`src/rtl/acfc_pkg.sv`:
```
// Shared types, constants and functions of the ASCII frame CRC-32 checker.
`default_nettype none

package acfc_pkg;

   // Widths of the item fields and the configuration port.
   localparam int BYTE_W   = 8;
   localparam int STATUS_W = 2;
   localparam int LEN_W    = 14;
   localparam int CRC_W    = 32;
   localparam int CSR_IDX_W = 8;

   // Tail held back from the CRC: separator plus eight hex digits.
   localparam int TAIL_LEN  = 9;
   localparam int FILL_W    = 4;
   localparam int HEX_DIGITS = 8;

   // Reflected CRC-32 polynomial.
   localparam logic [CRC_W-1:0] CRC_POLY = 32'hEDB8_8320;

   // Reset values of the configuration registers.
   localparam logic [BYTE_W-1:0] START_CHAR_RESET = 8'h23;
   localparam logic [BYTE_W-1:0] END_CHAR_RESET   = 8'h0D;

   // Depth of the queue between front and back.
   localparam int QUEUE_DEPTH = 2;
   localparam int QPTR_W      = 1;
   localparam int QCNT_W      = 2;

   // Configuration register indexes.
   localparam logic [CSR_IDX_W-1:0] CSR_START_CHAR = 8'd0;
   localparam logic [CSR_IDX_W-1:0] CSR_END_CHAR   = 8'd1;

   // Result kinds.
   localparam logic KIND_PAYLOAD = 1'b0;
   localparam logic KIND_VERDICT = 1'b1;

   // Frame verdicts.
   typedef enum logic [STATUS_W-1:0] {
      STATUS_OK       = 2'd0,
      STATUS_MISMATCH = 2'd1,
      STATUS_SHORT    = 2'd2,
      STATUS_OVERFLOW = 2'd3
   } status_type;

   // Operations passed from the front to the back.
   typedef enum logic [1:0] {
      OP_START = 2'd0,
      OP_DATA  = 2'd1,
      OP_END   = 2'd2
   } op_type;

   // One queued command.
   typedef struct packed {
      op_type            op;
      logic [BYTE_W-1:0] data;
   } cmd_type;

   // One reflected CRC-32 step over a byte.
   function automatic logic [CRC_W-1:0] crc32_byte(input logic [CRC_W-1:0] crc,
                                                  input logic [BYTE_W-1:0] b);
      logic [CRC_W-1:0] v;
      v = {24'h000000, crc[7:0] ^ b};
      for (int k = 0; k < 8; k++) begin
         v = v[0] ? ((v >> 1) ^ CRC_POLY) : (v >> 1);
      end
      return {8'h00, crc[31:8]} ^ v;
   endfunction

   // Lowercase ASCII hex digit of a nibble.
   function automatic logic [BYTE_W-1:0] hex_lower(input logic [3:0] n);
      logic [BYTE_W-1:0] r;
      if (n < 4'd10) begin
         r = 8'h30 + {4'h0, n};
      end else begin
         r = 8'h57 + {4'h0, n};
      end
      return r;
   endfunction

endpackage

`default_nettype wire

```
`src/rtl/acfc_front.sv`:
```
// Front end: configuration registers, start/end hunting and command issue.
`default_nettype none

module acfc_front (
   input  wire logic                                clock,
   input  wire logic                                reset,
   input  wire logic                                csr_write,
   input  wire logic [acfc_pkg::CSR_IDX_W-1:0]      csr_index,
   input  wire logic [acfc_pkg::BYTE_W-1:0]         csr_data,
   input  wire logic                                in_accept,
   input  wire logic [acfc_pkg::BYTE_W-1:0]         in_byte,
   output logic                                     push,
   output acfc_pkg::cmd_type                        push_cmd
);

   logic [acfc_pkg::BYTE_W-1:0] start_char_ff;
   logic [acfc_pkg::BYTE_W-1:0] end_char_ff;
   logic                        in_frame_ff;
   logic                        in_frame_in;

   // Configuration registers; unknown indexes are ignored.
   always_ff @(posedge clock) begin
      if (reset) begin
         start_char_ff <= acfc_pkg::START_CHAR_RESET;
         end_char_ff   <= acfc_pkg::END_CHAR_RESET;
      end else if (csr_write) begin
         if (csr_index == acfc_pkg::CSR_START_CHAR) begin
            start_char_ff <= csr_data;
         end
         if (csr_index == acfc_pkg::CSR_END_CHAR) begin
            end_char_ff <= csr_data;
         end
      end
   end

   // Classify each accepted item against the frame state.
   always_comb begin
      in_frame_in   = in_frame_ff;
      push          = 1'b0;
      push_cmd.op   = acfc_pkg::OP_DATA;
      push_cmd.data = in_byte;
      if (in_accept) begin
         if (!in_frame_ff) begin
            if (in_byte == start_char_ff) begin
               in_frame_in = 1'b1;
               push        = 1'b1;
               push_cmd.op = acfc_pkg::OP_START;
            end
         end else if (in_byte == end_char_ff) begin
            in_frame_in = 1'b0;
            push        = 1'b1;
            push_cmd.op = acfc_pkg::OP_END;
         end else begin
            push        = 1'b1;
            push_cmd.op = acfc_pkg::OP_DATA;
         end
      end
   end

   always_ff @(posedge clock) begin
      if (reset) begin
         in_frame_ff <= 1'b0;
      end else begin
         in_frame_ff <= in_frame_in;
      end
   end

endmodule

`default_nettype wire

```
`src/rtl/acfc_queue.sv`:
```
// Short command queue between the front and the back.
`default_nettype none

module acfc_queue (
   input  wire logic              clock,
   input  wire logic              reset,
   input  wire logic              push,
   input  wire acfc_pkg::cmd_type push_cmd,
   input  wire logic              pop,
   output logic                   full,
   output logic                   not_empty,
   output acfc_pkg::cmd_type      head_cmd
);

   acfc_pkg::cmd_type                entry_ff [acfc_pkg::QUEUE_DEPTH];
   logic [acfc_pkg::QPTR_W-1:0]      wr_ptr_ff;
   logic [acfc_pkg::QPTR_W-1:0]      rd_ptr_ff;
   logic [acfc_pkg::QCNT_W-1:0]      count_ff;
   logic [acfc_pkg::QCNT_W-1:0]      count_in;

   assign full      = (count_ff == acfc_pkg::QCNT_W'(acfc_pkg::QUEUE_DEPTH));
   assign not_empty = (count_ff != '0);
   assign head_cmd  = entry_ff[rd_ptr_ff];

   // Occupancy follows pushes and pops.
   always_comb begin
      count_in = count_ff;
      if (push && !pop) begin
         count_in = count_ff + 1'b1;
      end else if (pop && !push) begin
         count_in = count_ff - 1'b1;
      end
   end

   always_ff @(posedge clock) begin
      if (reset) begin
         wr_ptr_ff <= '0;
         rd_ptr_ff <= '0;
         count_ff  <= '0;
      end else begin
         count_ff <= count_in;
         if (push) begin
            wr_ptr_ff <= wr_ptr_ff + 1'b1;
         end
         if (pop) begin
            rd_ptr_ff <= rd_ptr_ff + 1'b1;
         end
      end
   end

   // Entry storage.
   always_ff @(posedge clock) begin
      if (push) begin
         entry_ff[wr_ptr_ff] <= push_cmd;
      end
   end

endmodule

`default_nettype wire

```
`src/rtl/acfc_back.sv`:
```
// Back end: tail delay line, running CRC, length count and result register.
`default_nettype none

module acfc_back #(
   parameter int MAX_FRAME_LEN = 8192
) (
   input  wire logic                                clock,
   input  wire logic                                reset,
   input  wire logic                                cmd_valid,
   input  wire acfc_pkg::cmd_type                   cmd,
   output logic                                     cmd_pop,
   output logic                                     rsp_valid,
   input  wire logic                                rsp_stall,
   output logic                                     rsp_out_kind,
   output logic [acfc_pkg::BYTE_W-1:0]              rsp_payload_byte,
   output logic [acfc_pkg::STATUS_W-1:0]            rsp_frame_status,
   output logic [acfc_pkg::LEN_W-1:0]               rsp_frame_length,
   output logic [acfc_pkg::CRC_W-1:0]               rsp_computed_crc
);

   localparam int CNT_W = $clog2(MAX_FRAME_LEN + 1);
   localparam int EXT_W = CNT_W + acfc_pkg::LEN_W;

   logic [acfc_pkg::BYTE_W-1:0]   tail_ff [acfc_pkg::TAIL_LEN];
   logic [acfc_pkg::FILL_W-1:0]   fill_ff;
   logic [acfc_pkg::FILL_W-1:0]   fill_in;
   logic [acfc_pkg::CRC_W-1:0]    crc_ff;
   logic [acfc_pkg::CRC_W-1:0]    crc_in;
   logic [CNT_W-1:0]              count_ff;
   logic [CNT_W-1:0]              count_in;
   logic                          overflow_ff;
   logic                          overflow_in;
   logic                          shift;
   logic                          tail_full;
   logic                          mismatch;
   logic [EXT_W-1:0]              count_ext;
   acfc_pkg::status_type          status;

   logic                          out_valid_ff;
   logic                          out_valid_in;
   logic                          out_kind_ff;
   logic                          out_kind_in;
   logic [acfc_pkg::BYTE_W-1:0]   out_byte_ff;
   logic [acfc_pkg::BYTE_W-1:0]   out_byte_in;
   logic [acfc_pkg::STATUS_W-1:0] out_status_ff;
   logic [acfc_pkg::STATUS_W-1:0] out_status_in;
   logic [acfc_pkg::LEN_W-1:0]    out_len_ff;
   logic [acfc_pkg::LEN_W-1:0]    out_len_in;
   logic [acfc_pkg::CRC_W-1:0]    out_crc_ff;
   logic [acfc_pkg::CRC_W-1:0]    out_crc_in;

   // A command is taken whenever the result register is free or being drained.
   assign cmd_pop   = cmd_valid && (!out_valid_ff || !rsp_stall);
   assign tail_full = (fill_ff == acfc_pkg::FILL_W'(acfc_pkg::TAIL_LEN));
   assign count_ext = EXT_W'(count_ff);

   // Compare the eight newest tail bytes with the CRC in lowercase hex.
   always_comb begin
      mismatch = 1'b0;
      for (int i = 0; i < acfc_pkg::HEX_DIGITS; i++) begin
         if (tail_ff[1 + i] != acfc_pkg::hex_lower(crc_ff[31 - 4 * i -: 4])) begin
            mismatch = 1'b1;
         end
      end
   end

   // Verdict priority: overflow, then too short, then the digit check.
   always_comb begin
      if (overflow_ff) begin
         status = acfc_pkg::STATUS_OVERFLOW;
      end else if (count_ff < CNT_W'(acfc_pkg::TAIL_LEN) || !tail_full) begin
         status = acfc_pkg::STATUS_SHORT;
      end else if (mismatch) begin
         status = acfc_pkg::STATUS_MISMATCH;
      end else begin
         status = acfc_pkg::STATUS_OK;
      end
   end

   // Frame state update and result formation for the command at the head.
   always_comb begin
      fill_in       = fill_ff;
      crc_in        = crc_ff;
      count_in      = count_ff;
      overflow_in   = overflow_ff;
      shift         = 1'b0;
      out_valid_in  = out_valid_ff && rsp_stall;
      out_kind_in   = out_kind_ff;
      out_byte_in   = out_byte_ff;
      out_status_in = out_status_ff;
      out_len_in    = out_len_ff;
      out_crc_in    = out_crc_ff;
      if (cmd_pop) begin
         case (cmd.op)
            acfc_pkg::OP_START: begin
               fill_in     = '0;
               crc_in      = '0;
               count_in    = '0;
               overflow_in = 1'b0;
            end
            acfc_pkg::OP_DATA: begin
               shift = 1'b1;
               if (count_ff == CNT_W'(MAX_FRAME_LEN)) begin
                  overflow_in = 1'b1;
               end else begin
                  count_in = count_ff + 1'b1;
               end
               if (tail_full) begin
                  crc_in        = acfc_pkg::crc32_byte(crc_ff, tail_ff[0]);
                  out_valid_in  = 1'b1;
                  out_kind_in   = acfc_pkg::KIND_PAYLOAD;
                  out_byte_in   = tail_ff[0];
                  out_status_in = '0;
                  out_len_in    = '0;
                  out_crc_in    = '0;
               end else begin
                  fill_in = fill_ff + 1'b1;
               end
            end
            acfc_pkg::OP_END: begin
               out_valid_in  = 1'b1;
               out_kind_in   = acfc_pkg::KIND_VERDICT;
               out_byte_in   = '0;
               out_status_in = status;
               out_len_in    = count_ext[acfc_pkg::LEN_W-1:0];
               out_crc_in    = crc_ff;
            end
            default: begin
               fill_in = fill_ff;
            end
         endcase
      end
   end

   // Control state.
   always_ff @(posedge clock) begin
      if (reset) begin
         fill_ff      <= '0;
         crc_ff       <= '0;
         count_ff     <= '0;
         overflow_ff  <= 1'b0;
         out_valid_ff <= 1'b0;
      end else begin
         fill_ff      <= fill_in;
         crc_ff       <= crc_in;
         count_ff     <= count_in;
         overflow_ff  <= overflow_in;
         out_valid_ff <= out_valid_in;
      end
   end

   // Tail delay line: the oldest byte sits at position zero once full.
   always_ff @(posedge clock) begin
      if (shift) begin
         for (int i = 0; i < acfc_pkg::TAIL_LEN - 1; i++) begin
            tail_ff[i] <= tail_ff[i + 1];
         end
         tail_ff[acfc_pkg::TAIL_LEN - 1] <= cmd.data;
      end
   end

   // Result payload register.
   always_ff @(posedge clock) begin
      out_kind_ff   <= out_kind_in;
      out_byte_ff   <= out_byte_in;
      out_status_ff <= out_status_in;
      out_len_ff    <= out_len_in;
      out_crc_ff    <= out_crc_in;
   end

   assign rsp_valid        = out_valid_ff;
   assign rsp_out_kind     = out_kind_ff;
   assign rsp_payload_byte = out_byte_ff;
   assign rsp_frame_status = out_status_ff;
   assign rsp_frame_length = out_len_ff;
   assign rsp_computed_crc = out_crc_ff;

endmodule

`default_nettype wire

```
`src/rtl/ascii_frame_crc32_checker_top.sv`:
```
// Top level of the ASCII frame CRC-32 checker.
// The block takes one received byte per item and sustains one item per clock
// while rsp_stall is low; the back end folds a whole byte into the reflected
// CRC-32 (polynomial 0xEDB88320, initial value zero, no final inversion) as
// one combinational update, and that byte update sets the rate. An accepted
// item is classified by the front end in the cycle it arrives and written into
// a two-entry queue; the back end pops it from the queue head when the rsp_
// register is free or being drained and loads its result (if any) into the
// rsp_ register at the edge that pops it, so a result passes the queue entry
// and then the rsp_ register. Outside a frame only the start character does
// anything; inside a frame each byte but the end character passes a nine-byte
// delay line, and bytes leaving it are returned as payload items and added to
// the CRC. The end character yields a verdict item carrying status, saturated
// length and the computed CRC, which is checked against the eight held-back
// lowercase hex digits. req_stall rises only when the queue is full, which
// happens when the result side is stalled.
`default_nettype none

module ascii_frame_crc32_checker_top #(
   parameter int MAX_FRAME_LEN = 8192
) (
   input  wire logic                                clock,
   input  wire logic                                reset,
   input  wire logic                                csr_write,
   input  wire logic [acfc_pkg::CSR_IDX_W-1:0]      csr_index,
   input  wire logic [acfc_pkg::BYTE_W-1:0]         csr_data,
   input  wire logic                                req_valid,
   output logic                                     req_stall,
   input  wire logic [acfc_pkg::BYTE_W-1:0]         req_rx_byte,
   output logic                                     rsp_valid,
   input  wire logic                                rsp_stall,
   output logic                                     rsp_out_kind,
   output logic [acfc_pkg::BYTE_W-1:0]              rsp_payload_byte,
   output logic [acfc_pkg::STATUS_W-1:0]            rsp_frame_status,
   output logic [acfc_pkg::LEN_W-1:0]               rsp_frame_length,
   output logic [acfc_pkg::CRC_W-1:0]               rsp_computed_crc
);

   logic              in_accept;
   logic              push;
   acfc_pkg::cmd_type push_cmd;
   logic              pop;
   logic              queue_full;
   logic              queue_not_empty;
   acfc_pkg::cmd_type head_cmd;

   // Input is held off only while the queue is full.
   assign req_stall = queue_full;
   assign in_accept = req_valid && !req_stall;

   acfc_front u_front (
      .clock     (clock),
      .reset     (reset),
      .csr_write (csr_write),
      .csr_index (csr_index),
      .csr_data  (csr_data),
      .in_accept (in_accept),
      .in_byte   (req_rx_byte),
      .push      (push),
      .push_cmd  (push_cmd)
   );

   acfc_queue u_queue (
      .clock     (clock),
      .reset     (reset),
      .push      (push),
      .push_cmd  (push_cmd),
      .pop       (pop),
      .full      (queue_full),
      .not_empty (queue_not_empty),
      .head_cmd  (head_cmd)
   );

   acfc_back #(
      .MAX_FRAME_LEN (MAX_FRAME_LEN)
   ) u_back (
      .clock            (clock),
      .reset            (reset),
      .cmd_valid        (queue_not_empty),
      .cmd              (head_cmd),
      .cmd_pop          (pop),
      .rsp_valid        (rsp_valid),
      .rsp_stall        (rsp_stall),
      .rsp_out_kind     (rsp_out_kind),
      .rsp_payload_byte (rsp_payload_byte),
      .rsp_frame_status (rsp_frame_status),
      .rsp_frame_length (rsp_frame_length),
      .rsp_computed_crc (rsp_computed_crc)
   );

endmodule

`default_nettype wire
```
`config.mk`:
```
export PLATFORM = sky130hd
export DESIGN_NAME = ascii_frame_crc32_checker_top
export DESIGN_NICKNAME = d
export VERILOG_FILES = /design/src/rtl/acfc_pkg.sv /design/src/rtl/acfc_front.sv /design/src/rtl/acfc_queue.sv /design/src/rtl/acfc_back.sv /design/src/rtl/ascii_frame_crc32_checker_top.sv
export SDC_FILE = /design/constraint.sdc
export NUM_CORES = 1
export LEC_CHECK = 0
export ABC_AREA = 1
export BUFFER_PORTS_ARGS = -buffer_cell sky130_fd_sc_hd__buf_4
export CORE_UTILIZATION = 35
export DETAILED_ROUTE_END_ITERATION = 6
export GPL_TIMING_DRIVEN = 0
export HOLD_SLACK_MARGIN = 0.15
export PLACE_DENSITY = 0.48
export REMOVE_ABC_BUFFERS = 1
export SYNTH_ARGS = -nofsm -noshare
export SYNTH_HDL_FRONTEND = slang
export SYNTH_SLANG_ARGS = --single-unit
export TNS_END_PERCENT = 100
```
`constraint.sdc`:
```
create_clock -name clock -period 8.79 [get_ports clock]
set_clock_uncertainty 0.05 [all_clocks]
set_input_delay 1.758 -clock clock [delete_from_list [all_inputs] [get_ports clock]]
set_output_delay 1.758 -clock clock [all_outputs]
set_load 0.01 [all_outputs]
```
Word-level counts from Yosys, hierarchy flattened
Memories as Yosys holds them, arrays and structs flattened. A register that Yosys moved wholly into a read port is not among the register bits. Index checks and enable logic that the tools add are counted.

Register bits after elaboration: 130. Latch bits: 0. Bits in writable memories: 92. Bits in read-only memories: 0. Word-level logic and storage cells: 172. Memories kept: 2.

Memories: u_back.tail_ff (depth 9, bits a word 8, rd ports 9, clocked after memory_dff 0, wr ports 9, line acfc_back.sv:24) `logic [acfc_pkg::BYTE_W-1:0] tail_ff [acfc_pkg::TAIL_LEN];`; u_queue.entry_ff (depth 2, bits a word 10, rd ports 1, clocked after memory_dff 1, wr ports 1, line acfc_queue.sv:15) `acfc_pkg::cmd_type entry_ff [acfc_pkg::QUEUE_DEPTH];`.

Add/subtract/negate cells: 22. Multiply operators: 0. Divide/modulo/power cells: 0. Magnitude comparators: 9. Equal/unequal tests: 20. Shift-type cells: 0. Multiplexer cells: 67. Bitwise logic cells: 10. Reduce and logical (&&, ||, !) cells: 26.

Operators with widths (number): 32-bit 2-to-1 mux (10); 32-bit case mux with 2 select lines (2); 13-bit NOT with 14-bit output (7); 8-bit 2-to-1 mux (9); 7-bit by 4-bit adder with 8-bit output, first input constant (8); 8-bit inequality test (8); 6-bit by 4-bit adder with 7-bit output, first input constant (8); 14-bit case mux with 2 select lines (2); 4-bit < comparator, second input constant (8); 24-bit by 32-bit XOR with 32-bit output (1); 14-bit 2-to-1 mux (2); 1-bit 2-to-1 mux (27); 8-bit equality test (2); 2-bit 2-to-1 mux (8); 8-bit case mux with 2 select lines (1); 3-bit AND reduction (5); 14-bit by 1-bit adder with 14-bit output, second input constant (1); 14-bit equality test, second input constant (1); 14-bit by 4-bit < comparator with 1-bit output, second input constant (1); 1-bit NOT with 14-bit output (1); 8-bit by 1-bit equality test with 1-bit output, second input constant (1); 8-bit logical NOT (1); 4-bit case mux with 2 select lines (1); 2-bit nonzero test (4); 18 further kinds (35).

Longest topological paths before layout
Gate-level depths: netlist of run 1. An unclocked memory read counts as a cell.

Depth after elaboration: 21. Depth in mapped cells: 15. Depth with buffers taken out: 14.

Modules after synthesis
A second synthesis of run 1 with hierarchy kept.

Cell total of the unflattened synthesis: 1315. Area, all modules: 11249.5 um2.

By module, submodules not included: acfc_back (times used 1, cells an instance 1098, area each 9238.9 um2, seq. area each 4914.7 um2); acfc_front (times used 1, cells an instance 151, area each 1009.7 um2, seq. area each 340.3 um2); acfc_queue (times used 1, cells an instance 64, area each 991.0 um2, seq. area each 700.7 um2); ascii_frame_crc32_checker_top (times used 1, cells an instance 2, area each 10.0 um2, seq. area each 0.0 um2).

Worst setup path before layout of run 1
No wires, ideal clock.

Path kind: input port to flip-flop. From: input rsp_stall. To: register u_back.out_crc_ff (netlist bit u_back.rsp_computed_crc[0]), enable pin. Setup time: 0.557 ns. Arrival time: 6.197 ns. Required time: 8.183 ns. Path slack: 1.985 ns. Cell stages on the path: 3. Buffers on the path: 0. Cells stage by stage: nand2_1 > nand2_2 > a211oi_1.

Cells in the longest elaborated chain, start to end: 4.

RTL lines: from (decl) (line ascii_frame_crc32_checker_top.sv:31) `input wire logic rsp_stall,`; 1-bit logical NOT (line acfc_back.sv:53) `assign cmd_pop = cmd_valid && (!out_valid_ff || !rsp_stall);`; 1-bit logical OR (line acfc_back.sv:53); 1-bit logical AND (line acfc_back.sv:53); 3-bit AND reduction (no source line); to (signal assigned) (line acfc_back.sv:168) `out_crc_ff <= out_crc_in;`; to (decl) (line acfc_back.sv:49) `logic [acfc_pkg::CRC_W-1:0] out_crc_ff;`.

Every way passes these cells. A chain may end at the register's enable or synchronous reset.

==> results.md, run 1 <==
* Worst min-delay path class: reg2reg
* Fill cell count at slightly above 3000
* Number of synthesized register bits at 223
* Post-synthesis cell type count at 47
* Async SR Flop Fraction at 0%
* H-tree depth at 1
* Routed vias at 8121
* Largest net degree at the start of global routing at 43
* Final hold vios at 0
* Most frequent cells in the layout: nand2_1 (348), inv_1 (196), edfxtp_1 (149)
* CP Capture Type: register
* CP Depth at 11
* Worst-path clk slew at roughly 0.060 ns
* Most used flip-flop cell after synthesis: edfxtp_1
* Worst rel slew slack at 25.3%
* Vias in the first global route at roughly 8000
* Antenna Cells at 0
* Crit path to: u_back.crc_ff[28]
* Share of cells above drive strength 1 at about an eighth
* Avg WL per Cell at ~15 µm
* Layout Nets at 1397
* Sequential fraction of the synthesis area at ~54%
* Starting Density at a little over a third
* Final Power at ~0.0033 W
* Max-slew violation count at 0
* Crit path time final at about 3.6 ns
* Cells along the critical path: o21ai_0 -> inv_1 -> ha_1 -> inv_2 -> nor2_1 -> inv_1 -> nor2_2 -> inv_1 -> a21oi_1 -> o21ai_0 -> a21oi_1
* Buffers and inverters on the worst path at 4
* CP peak stage delay at ~0.83 ns
* Crit path DAT at ~4.0 ns
* Routability cong. at 0.868
* RSZ-0062 raised after global routing: false
* Global route overflow at 0
* Worst VDD drop at 0.000153 V
* First-pass GRT wire length at 42.7 mm
* Vias per cell at 4.59
* Setup TNS at 0 ns
* Post-CTS Setup Inserts at 0
* Layout Area Growth over Synthesis at 17.4%
* CP top delay family: simple AND/OR/NAND/NOR gates
* Max_cap viols at 0
* Die width at about 180 µm
* DRT Wirelength at about 27 mm
* Num rows at 64
* R2r worst-path depth at 11
* Worst reg2reg path endpoint: u_back.crc_ff[28]
* Root Buffer: clkbuf_16
* CTS Buffer Depth at 3
* Startpoint types: register
* Power per cell area at roughly 260 nW/µm²
* Tightest Pin Transition at ~1.1 ns
* Post-CTS Hold Buffers at 0
* Placed instance count at roughly 1700
* Initial antenna violation count at 0
* Fin cells at 1768
* Max frequency at about 280 MHz
* Die Footprint at 32500 µm²
* CP required at ~9.2 ns
* Post-Syn Area at approximately 11000 µm²
* Post-route DRC at 0
* WS Path Type: reg2reg
* Commonest non-fill, non-tap cell in the layout: nand2_1
* Worst Path Max Fanout at 23
* Post-CTS sizing at 0
* Leakage at between 5 and 6 nW
* Syn_area_per_cell at 8.79 µm²
* Initial DRC count at 448
* Post-Place Setup Slack at around 4.5 ns
* Slowest cell on crit path: nor2_2
* Final setup viols at 0
* Clk Latency, worst-skew pair at ~0.53 ns
* Ratio of final minimum period to clock period at ~41%
* CTS tree: done
* Post-synth EDFFs at about 150
* I/O pins at roughly 90
* Core area at ~31000 µm²
* CTS buffer count at 26
* PortBufs at just under 90
* Initial DRT Pass Iterations at 5
* Final WS setup at ~5.2 ns
* Reg2Reg Setup Slack at between 5 and 6 ns
* CTS sink count at approximately 220
* Post-Synthesis Cells at between 1000 and 1500
* Die height at about 180 µm
* Detail Route Antenna Nets at 0
* Dpl hpwl at around 20 mm
* Top cell by count, worst path: inv_1
* GRT Total Usage at between 10% and 20%
* Status: finished, final reports clean
* Number of synthesis warnings at 0
==> cell families (layout without fill, tap and decap cells) <==
family          count (synthesis)  count (layout)  share of synthesized area [%]
flops                         223             223                           53.5
buf+inv                       239             346                           8.88
mux                             8               8                          0.810
compound gates                148             148                           7.17
xor+xnor                       67              67                           6.66
fa+ha+maj                      16              16                           1.80
simple gates                  564             564                           21.1
==> routing by layer <==
metal / global-route usage [%] / vias up / routed length (µm)
li1: - / 4225 / -
met2: 28.2 / 162 / 12400
met4: 5.57 / 0 / 857
met5: 0 / - / 0
met1: 22.0 / 3691 / 12400
met3: 2.16 / 43 / 1060
==> synth_stat cells (all sizes together), types with 7 or more instances <==
master / n / area, µm²
ha: 16 / 200
o21ai: 55 / 275
buf: 15 / 106
or2: 11 / 68.8
nand2: 357 / 1370
clkbuf: 19 / 113
nor2: 101 / 384
dfxtp: 74 / 1480
xnor2: 31 / 362
xor2: 36 / 379
a21oi: 72 / 364
inv: 203 / 762
nor3: 9 / 50.1
edfxtp: 149 / 4470
mux2: 8 / 90.1
nand4: 18 / 113
nand3b: 7 / 52.6
nand3: 56 / 280
==> power breakdown <==
part | switching, W | internal [W]
registers | 0.0000850 | 0.00132
logic | 0.000542 | 0.000303
clock network | 0.000433 | 0.000661
total | 0.00106 | 0.00228
==> worst register-to-register path: stages (launching register included) <==
cell and delay (ns):
dfxtp_1 0.62, o21ai_0 0.26, inv_1 0.10, ha_1 0.41, inv_2 0.22, nor2_1 0.22, inv_1 0.08, nor2_2 0.83
inv_1 0.31, a21oi_1 0.19, o21ai_0 0.12, a21oi_1 0.13
==> final cells by class <==
cell class                      count  area, µm²  area share [%]
Multi-Input combinational cell    803       4200            32.2
Inverter                          205        769            5.89
Timing Repair Buffer               93        766            5.86
Sequential cell                   223       5960            45.6
Clock inverter                     12        110           0.843
Clock buffer                       36        761            5.82
Tap cell                          396        495            3.79
==> flip-flops by register name (all words and copies together) (netlist names), named ones only <==
signal	cells
u_back.tail_ff	72
u_back.crc_ff	32
u_back.rsp_computed_crc	32
u_queue.entry_ff	20
u_back.count_ff	14
u_back.rsp_frame_length	14
u_back.rsp_payload_byte	8
u_front.end_char_ff	8
u_front.start_char_ff	8
u_back.fill_ff	4
u_back.rsp_frame_status	2
u_queue.count_ff	2
u_back.overflow_ff	1
u_back.rsp_out_kind	1
u_back.rsp_valid	1
u_front.in_frame_ff	1
u_queue.rd_ptr_ff	1
u_queue.wr_ptr_ff	1
==> metrics by stage <==
step	instance area, µm²	utilization [%]	hold WS, ns
4_1_cts	13100	42.3	0.390
2_1_floorplan	10900	-	0.373
3_5_place_dp	12200	39.4	0.382
3_3_place_gp	12100	39.0	0.382
6_report	13100	42.3	0.389
5_1_grt	13100	42.3	0.406
==> how the worst min path moves through the flow <==
stage	end	cells after the start	from
2_1_floorplan	u_back.fill_ff[3]	1	u_back.fill_ff[3]
3_3_place_gp	u_back.tail_ff[0][7]	0	u_back.tail_ff[1][7]
3_5_place_dp	u_back.tail_ff[2][7]	0	u_back.tail_ff[3][7]
4_1_cts	u_back.tail_ff[1][5]	0	u_back.tail_ff[2][5]
5_1_grt	u_back.tail_ff[6][3]	0	u_back.tail_ff[7][3]
6_report	u_back.tail_ff[1][5]	0	u_back.tail_ff[2][5]
(Power assumes the default switching activity.)
==> run 2: changes to the inputs <==
Settings changed: PLACE_DENSITY 0.48 to 0.5.
Clock period 8.79 ns to 3.11 ns, I/O delays scaled along.
==> run 2 against run 1 <==
- die area did not move
- hold slack got worse by 0.14 ns
- flip-flop and latch count did not move
- highest routed layer unchanged
- sequential share of layout area fell by 0.37 points
- routed wire length rose by 1.9%
==> results.md, run 2 (synthesis results as in run 1) <==
* Max reg flops at 72
* Final setup viols at 0
* R2r worst-path depth at 8
* Worst min-delay path class: in2reg
* Tightest Pin Transition at roughly 0.87 ns
* Dpl hpwl at about 20 mm
* Final Power at a little under 0.01 W
* Slowest cell on crit path: ha_2
* WS Path Type: reg2reg
* Top reg by flops: u_back.tail_ff
* CTS buffer count at 27
* Num rows at 64
* CP Capture Type: register
* Max-slew violation count at 0
* Max_cap viols at 0
* Design internal power at around 0.0066 W
* Hold Crit Depth at 3
* CP Depth at 8
* Hold slack at ~0.25 ns
* H-tree depth at 1
* Vias in the first global route at 7875
* Avg WL per Cell at roughly 15 µm
* Buffers and inverters on the worst path at 5
* CTS Buffer Depth at 3
* Largest net degree at the start of global routing at 42
* Die Footprint at between 30000 and 40000 µm²
* Post-route DRC at 0
* CP required at 3.30 ns
* Detail Route Antenna Nets at 0
* Root Buffer: clkbuf_16
* Startpoint types: register
* Sw Ratio at a little under a third
* Layout Nets at roughly 1400
* Power per cell area at around 730 nW/µm²
* PortBufs at 87
* Top cell by count, worst path: buf_8
* Clk Latency, worst-skew pair at ~0.54 ns
* Clock share of power at between 30% and 40%
* First-pass GRT wire length at between 40 and 50 mm
* CP peak stage delay at 0.53 ns
* Max frequency at 359 MHz
* Initial DRT Pass Iterations at 5
* Share of cells above drive strength 1 at between 10% and 20%
* CTS sink count at 223
* Antenna Cells at 0
* Leakage at between 5 and 6 nW
* Cells along the critical path: o21ai_0 -> ha_2 -> buf_12 -> inv_1 -> a211oi_4 -> buf_4 -> buf_8 -> buf_8
* GRT Total Usage at between 15 and 20%
* Crit path DAT at ~3.0 ns
* Initial antenna violation count at 0
* Status: finished, final reports clean
* Final hold vios at 0
* Most frequent cells in the layout: nand2_1 (348), inv_1 (196), edfxtp_1 (149)
* Worst Path Max Fanout at 41
* NetSw at slightly above 0.003 W
* Worst VDD drop at around 0.00044 V
* Setup TNS at 0 ns
* Layout Area Growth over Synthesis at 18.4%
* Commonest non-fill, non-tap cell in the layout: nand2_1
* Global route overflow at 0
* CTS tree: done
* Worst rel slew slack at 41.7%
* Logic gate share of total power at about a quarter
* Die width at approximately 180 µm
* CP top delay family: buffers and inverters
* Starting Density at 36.0%
* Routability cong. at around 0.9
* DRT Wirelength at 27.2 mm
* Worst-path clk slew at 0.06 ns
* Die height at around 180 µm
* I/O pins at about 90
* Initial DRC count at around 500
* Crit path time final at 2.78 ns
* Routed vias at around 8200
* Vias per cell at approximately 4.6
* RSZ-0062 raised after global routing: false
* Core area at just over 30000 µm²
* Flop pwr share at between 40 and 50%
* Ratio of final minimum period to clock period at 89.5%
-- run 2: worst register-to-register path, delay by kind of cell, from the launching register on --
family / cells / cell delay (ns)
AOI/OAI and AO/OA: 2 / 0.56
adders and majority gates: 1 / 0.53
buffers and inverters: 5 / 0.95
DFF: 1 / 0.39
-- run 2: what timing repair did --
action / CTS / global route
setup buffers: 3 / 2
endpoints found under the hold margin: 0 / 0
endpoints found under the setup margin: 82 / 53
gates resized for setup: 3 / 1
hold buffers: 0 / 0
gates cloned: 1 / 0
pin swaps: 2 / 1
-- run 2: final cells by class --
class                      instances  area (µm²)
clock buffer                      34         753
tap                              396         495
fill                            3093       17700
sequential                       223        5960
timing repair buffer              98         821
multi-input combinational        804        4220
inverter                         205         771
clock inverter                    15         155
-- run 2: layer usage --
metal / global-route usage (%) / up-vias / part of all wire [%]
li1: - / 4244 / -
met2: 27.4 / 157 / 44
met3: 2.49 / 54 / 3.8
met4: 5.54 / 0 / 3.4
met5: 0 / - / 0
met1: 23.4 / 3734 / 48
-- run 2: stage by stage --
step / setup slack, ns / std cells / utilization [%] / instance area, µm²
after floorplan: -3.80 / 1231 / - / 10900
after global placement: -7.08 / 1714 / 39.0 / 12100
after detailed placement: -0.563 / 1720 / 39.5 / 12200
after CTS: 0.105 / 1773 / 42.6 / 13200
after global routing: 0.0862 / 1775 / 42.6 / 13200
final: 0.327 / 1775 / 42.6 / 13200
-- run 2: final timing paths --
check,startpoint,endpoint,slack [ns]
worst min-delay path,csr_data[2],u_front.end_char_ff[2],0.25
worst max-delay path,register,u_back.rsp_computed_crc[5],0.33
worst max register to register,register,u_back.rsp_computed_crc[5],0.33
worst min register to register,u_back.tail_ff[7][3],u_back.tail_ff[6][3],0.39
-- run 2: power groups by stage --
stage / Combinational [W] / Sequential, W / Clock [W]
after global placement: 0.00199 / 0.00397 / 0
final: 0.00250 / 0.00396 / 0.00321
after global routing: 0.00279 / 0.00401 / 0.00340
after CTS: 0.00256 / 0.00397 / 0.00329
after floorplan: 0.00130 / 0.00407 / 0
after detailed placement: 0.00246 / 0.00403 / 0
==> run 3: changes to the inputs <==
--- a/config.mk
+++ b/config.mk
@@ -9,3 +9,3 @@
 export BUFFER_PORTS_ARGS = -buffer_cell sky130_fd_sc_hd__buf_4
-export CORE_UTILIZATION = 35
+export CORE_UTILIZATION = 30
 export DETAILED_ROUTE_END_ITERATION = 6
@@ -13,3 +13,3 @@
 export HOLD_SLACK_MARGIN = 0.15
-export PLACE_DENSITY = 0.5
+export PLACE_DENSITY = 0.44
 export REMOVE_ABC_BUFFERS = 1
==> constraint.sdc (replaced) <==
create_clock -name clock -period 3.11 [get_ports clock]
set_clock_uncertainty 0.05 [all_clocks]
set_input_delay 0.7775 -clock clock [delete_from_list [all_inputs] [get_ports clock]]
set_output_delay 0.7775 -clock clock [all_outputs]
set_load 0.01 [all_outputs]
==> run 3 against run 2 <==
- power shrank 1.3%
- maximum frequency down 3.8%
- register-to-register slack got worse by 0.11 ns
- utilization is 6.4 points lower
- critical path depth did not move
- combinational power about the same
- non-clock buffer count did not move
- largest power group unchanged
- critical endpoint is now u_back.rsp_computed_crc[24]
- count of clock-buffer cells in the layout rose by 12
- worst setup slack worse by 0.11 ns
==> results.md, run 3 (synthesis results as in run 1) <==
* Buffers and inverters on the worst path at 5
* CP Capture Type: register
* CTS buffer count at 27
* Dpl hpwl at approximately 21 mm
* Post-CTS Hold Buffers at 0
* Share of cells above drive strength 1 at between 10 and 15%
* CTS Buffer Depth at 3
* Initial DRT Pass Iterations at 5
* Ratio of final minimum period to clock period at roughly 93%
* Worst rel slew slack at 38.5%
* Worst Path Max Fanout at 35
* Initial antenna violation count at 0
* Die width at about 190 µm
* Routability cong. at between 0.8 and 0.9
* Initial DRC count at approximately 420
* Tightest Pin Transition at 0.919 ns
* CTS sink count at 223
* First-pass GRT wire length at 45.0 mm
* Status: finished, final reports clean
* Top cell by count, worst path: buf_8
* Startpoint types: register
* Worst VDD drop at about 0.00039 V
* Vias per cell at between 4 and 5
* Max frequency at between 300 and 400 MHz
* Post-route DRC at 0
* Core area at 36500 µm²
* Num rows at 70
* Final setup viols at 0
* Cells along the critical path: o21ai_0 -> ha_4 -> buf_12 -> inv_1 -> a211oi_4 -> buf_8 -> buf_8 -> buf_8
* Hold Crit Depth at 0
* PortBufs at a little under 90
* Die height at about 190 µm
* Worst min-delay path class: reg2reg
* RSZ-0062 raised after global routing: false
* GRT Total Usage at about 15%
* WS Path Type: reg2reg
* CTS tree: done
* H-tree depth at 1
* CP Depth at 8
* Crit path time final at 2.89 ns
* Final hold vios at 0
* Top reg by flops: u_back.tail_ff
* DRT Wirelength at around 29 mm
* Die Footprint at approximately 38000 µm²
* CP required at ~3.3 ns
* Most frequent cells in the layout: nand2_1 (348), inv_1 (196), edfxtp_1 (149)
* Root Buffer: clkbuf_16
* Detail Route Antenna Nets at 0
* Commonest non-fill, non-tap cell in the layout: nand2_1
* Placed instance count at about 1800
* Avg WL per Cell at 15.5 µm
* CP peak stage delay at 0.47 ns
* Power per cell area at 722 nW/µm²
* Final WS setup at approximately 0.22 ns
* Fin cells at ~1800
* Largest net degree at the start of global routing at 38
* Hold slack at between 0.3 and 0.4 ns
* Routed vias at around 8200
* Leakage at between 5 and 6 nW
* R2r worst-path depth at 8
* Max reg flops at 72
* Layout Nets at between 1000 and 1500
* Global route overflow at 0
* Fill cell count at ~3700
* Vias in the first global route at between 7000 and 8000
* Slowest cell on crit path: o21ai_0
* Starting Density at 30.5%
* Layout Area Growth over Synthesis at 18.8%
* Clk Latency, worst-skew pair at 0.53 ns
* Worst-path clk slew at approximately 0.06 ns
* Antenna Cells at 0
* Post-Place Setup Slack at -0.701 ns
* CP top delay family: buffers and inverters
* Max_cap viols at 0
* I/O pins at between 80 and 90
* Crit path DAT at between 3 and 4 ns
* Max-slew violation count at 0
## run 3: final cells by class
type                            count  area (µm²)  share of cell area, %
Sequential cell                   223        5960                   45.1
Multi-Input combinational cell    805        4240                   32.1
Timing Repair Buffer               98         811                   6.14
Clock buffer                       46         808                   6.12
Inverter                          205         772                   5.84
Clock inverter                      3        40.0                  0.303
Tap cell                          468         586                   4.43
## run 3: power by group
| part | switching, W | internal, W |
|---|---|---|
| sequential | 0.000244 | 0.00373 |
| combinational | 0.00163 | 0.000899 |
| clock | 0.00121 | 0.00183 |
## run 3: final timing paths
check                                     end  slack (ns)                  from
hold / removal           u_back.tail_ff[5][7]        0.39  u_back.tail_ff[6][7]
setup / recovery  u_back.rsp_computed_crc[24]        0.22              register
setup reg to reg  u_back.rsp_computed_crc[24]        0.22              register
hold reg to reg          u_back.tail_ff[5][7]        0.39  u_back.tail_ff[6][7]
## run 3: metrics by stage
stage	total power, W	utilization [%]	area (µm²)	setup TNS (ns)
after floorplan	0.00538	-	10900	-337.80
after detailed placement	0.00655	33.7	12300	-44.41
after global placement	0.00599	33.3	12100	-759.06
final	0.00954	36.2	13200	0
after global routing	0.0101	36.2	13200	0
after CTS	0.00970	36.2	13200	0
## run 3: repair_timing
action / 4_1_cts / 5_1_grt
pin swaps: 3 / 0
buffers inserted: 4 / 0
resized for setup: 4 / 3
gates cloned: 2 / 0
setup endpoints to repair: 137 / 66
## run 3: layer usage
metal,part of all wire [%],GRT usage (%)
met1,47,20.0
met5,0,0
met2,47,26.2
met4,3.0,4.67
met3,2.7,1.96
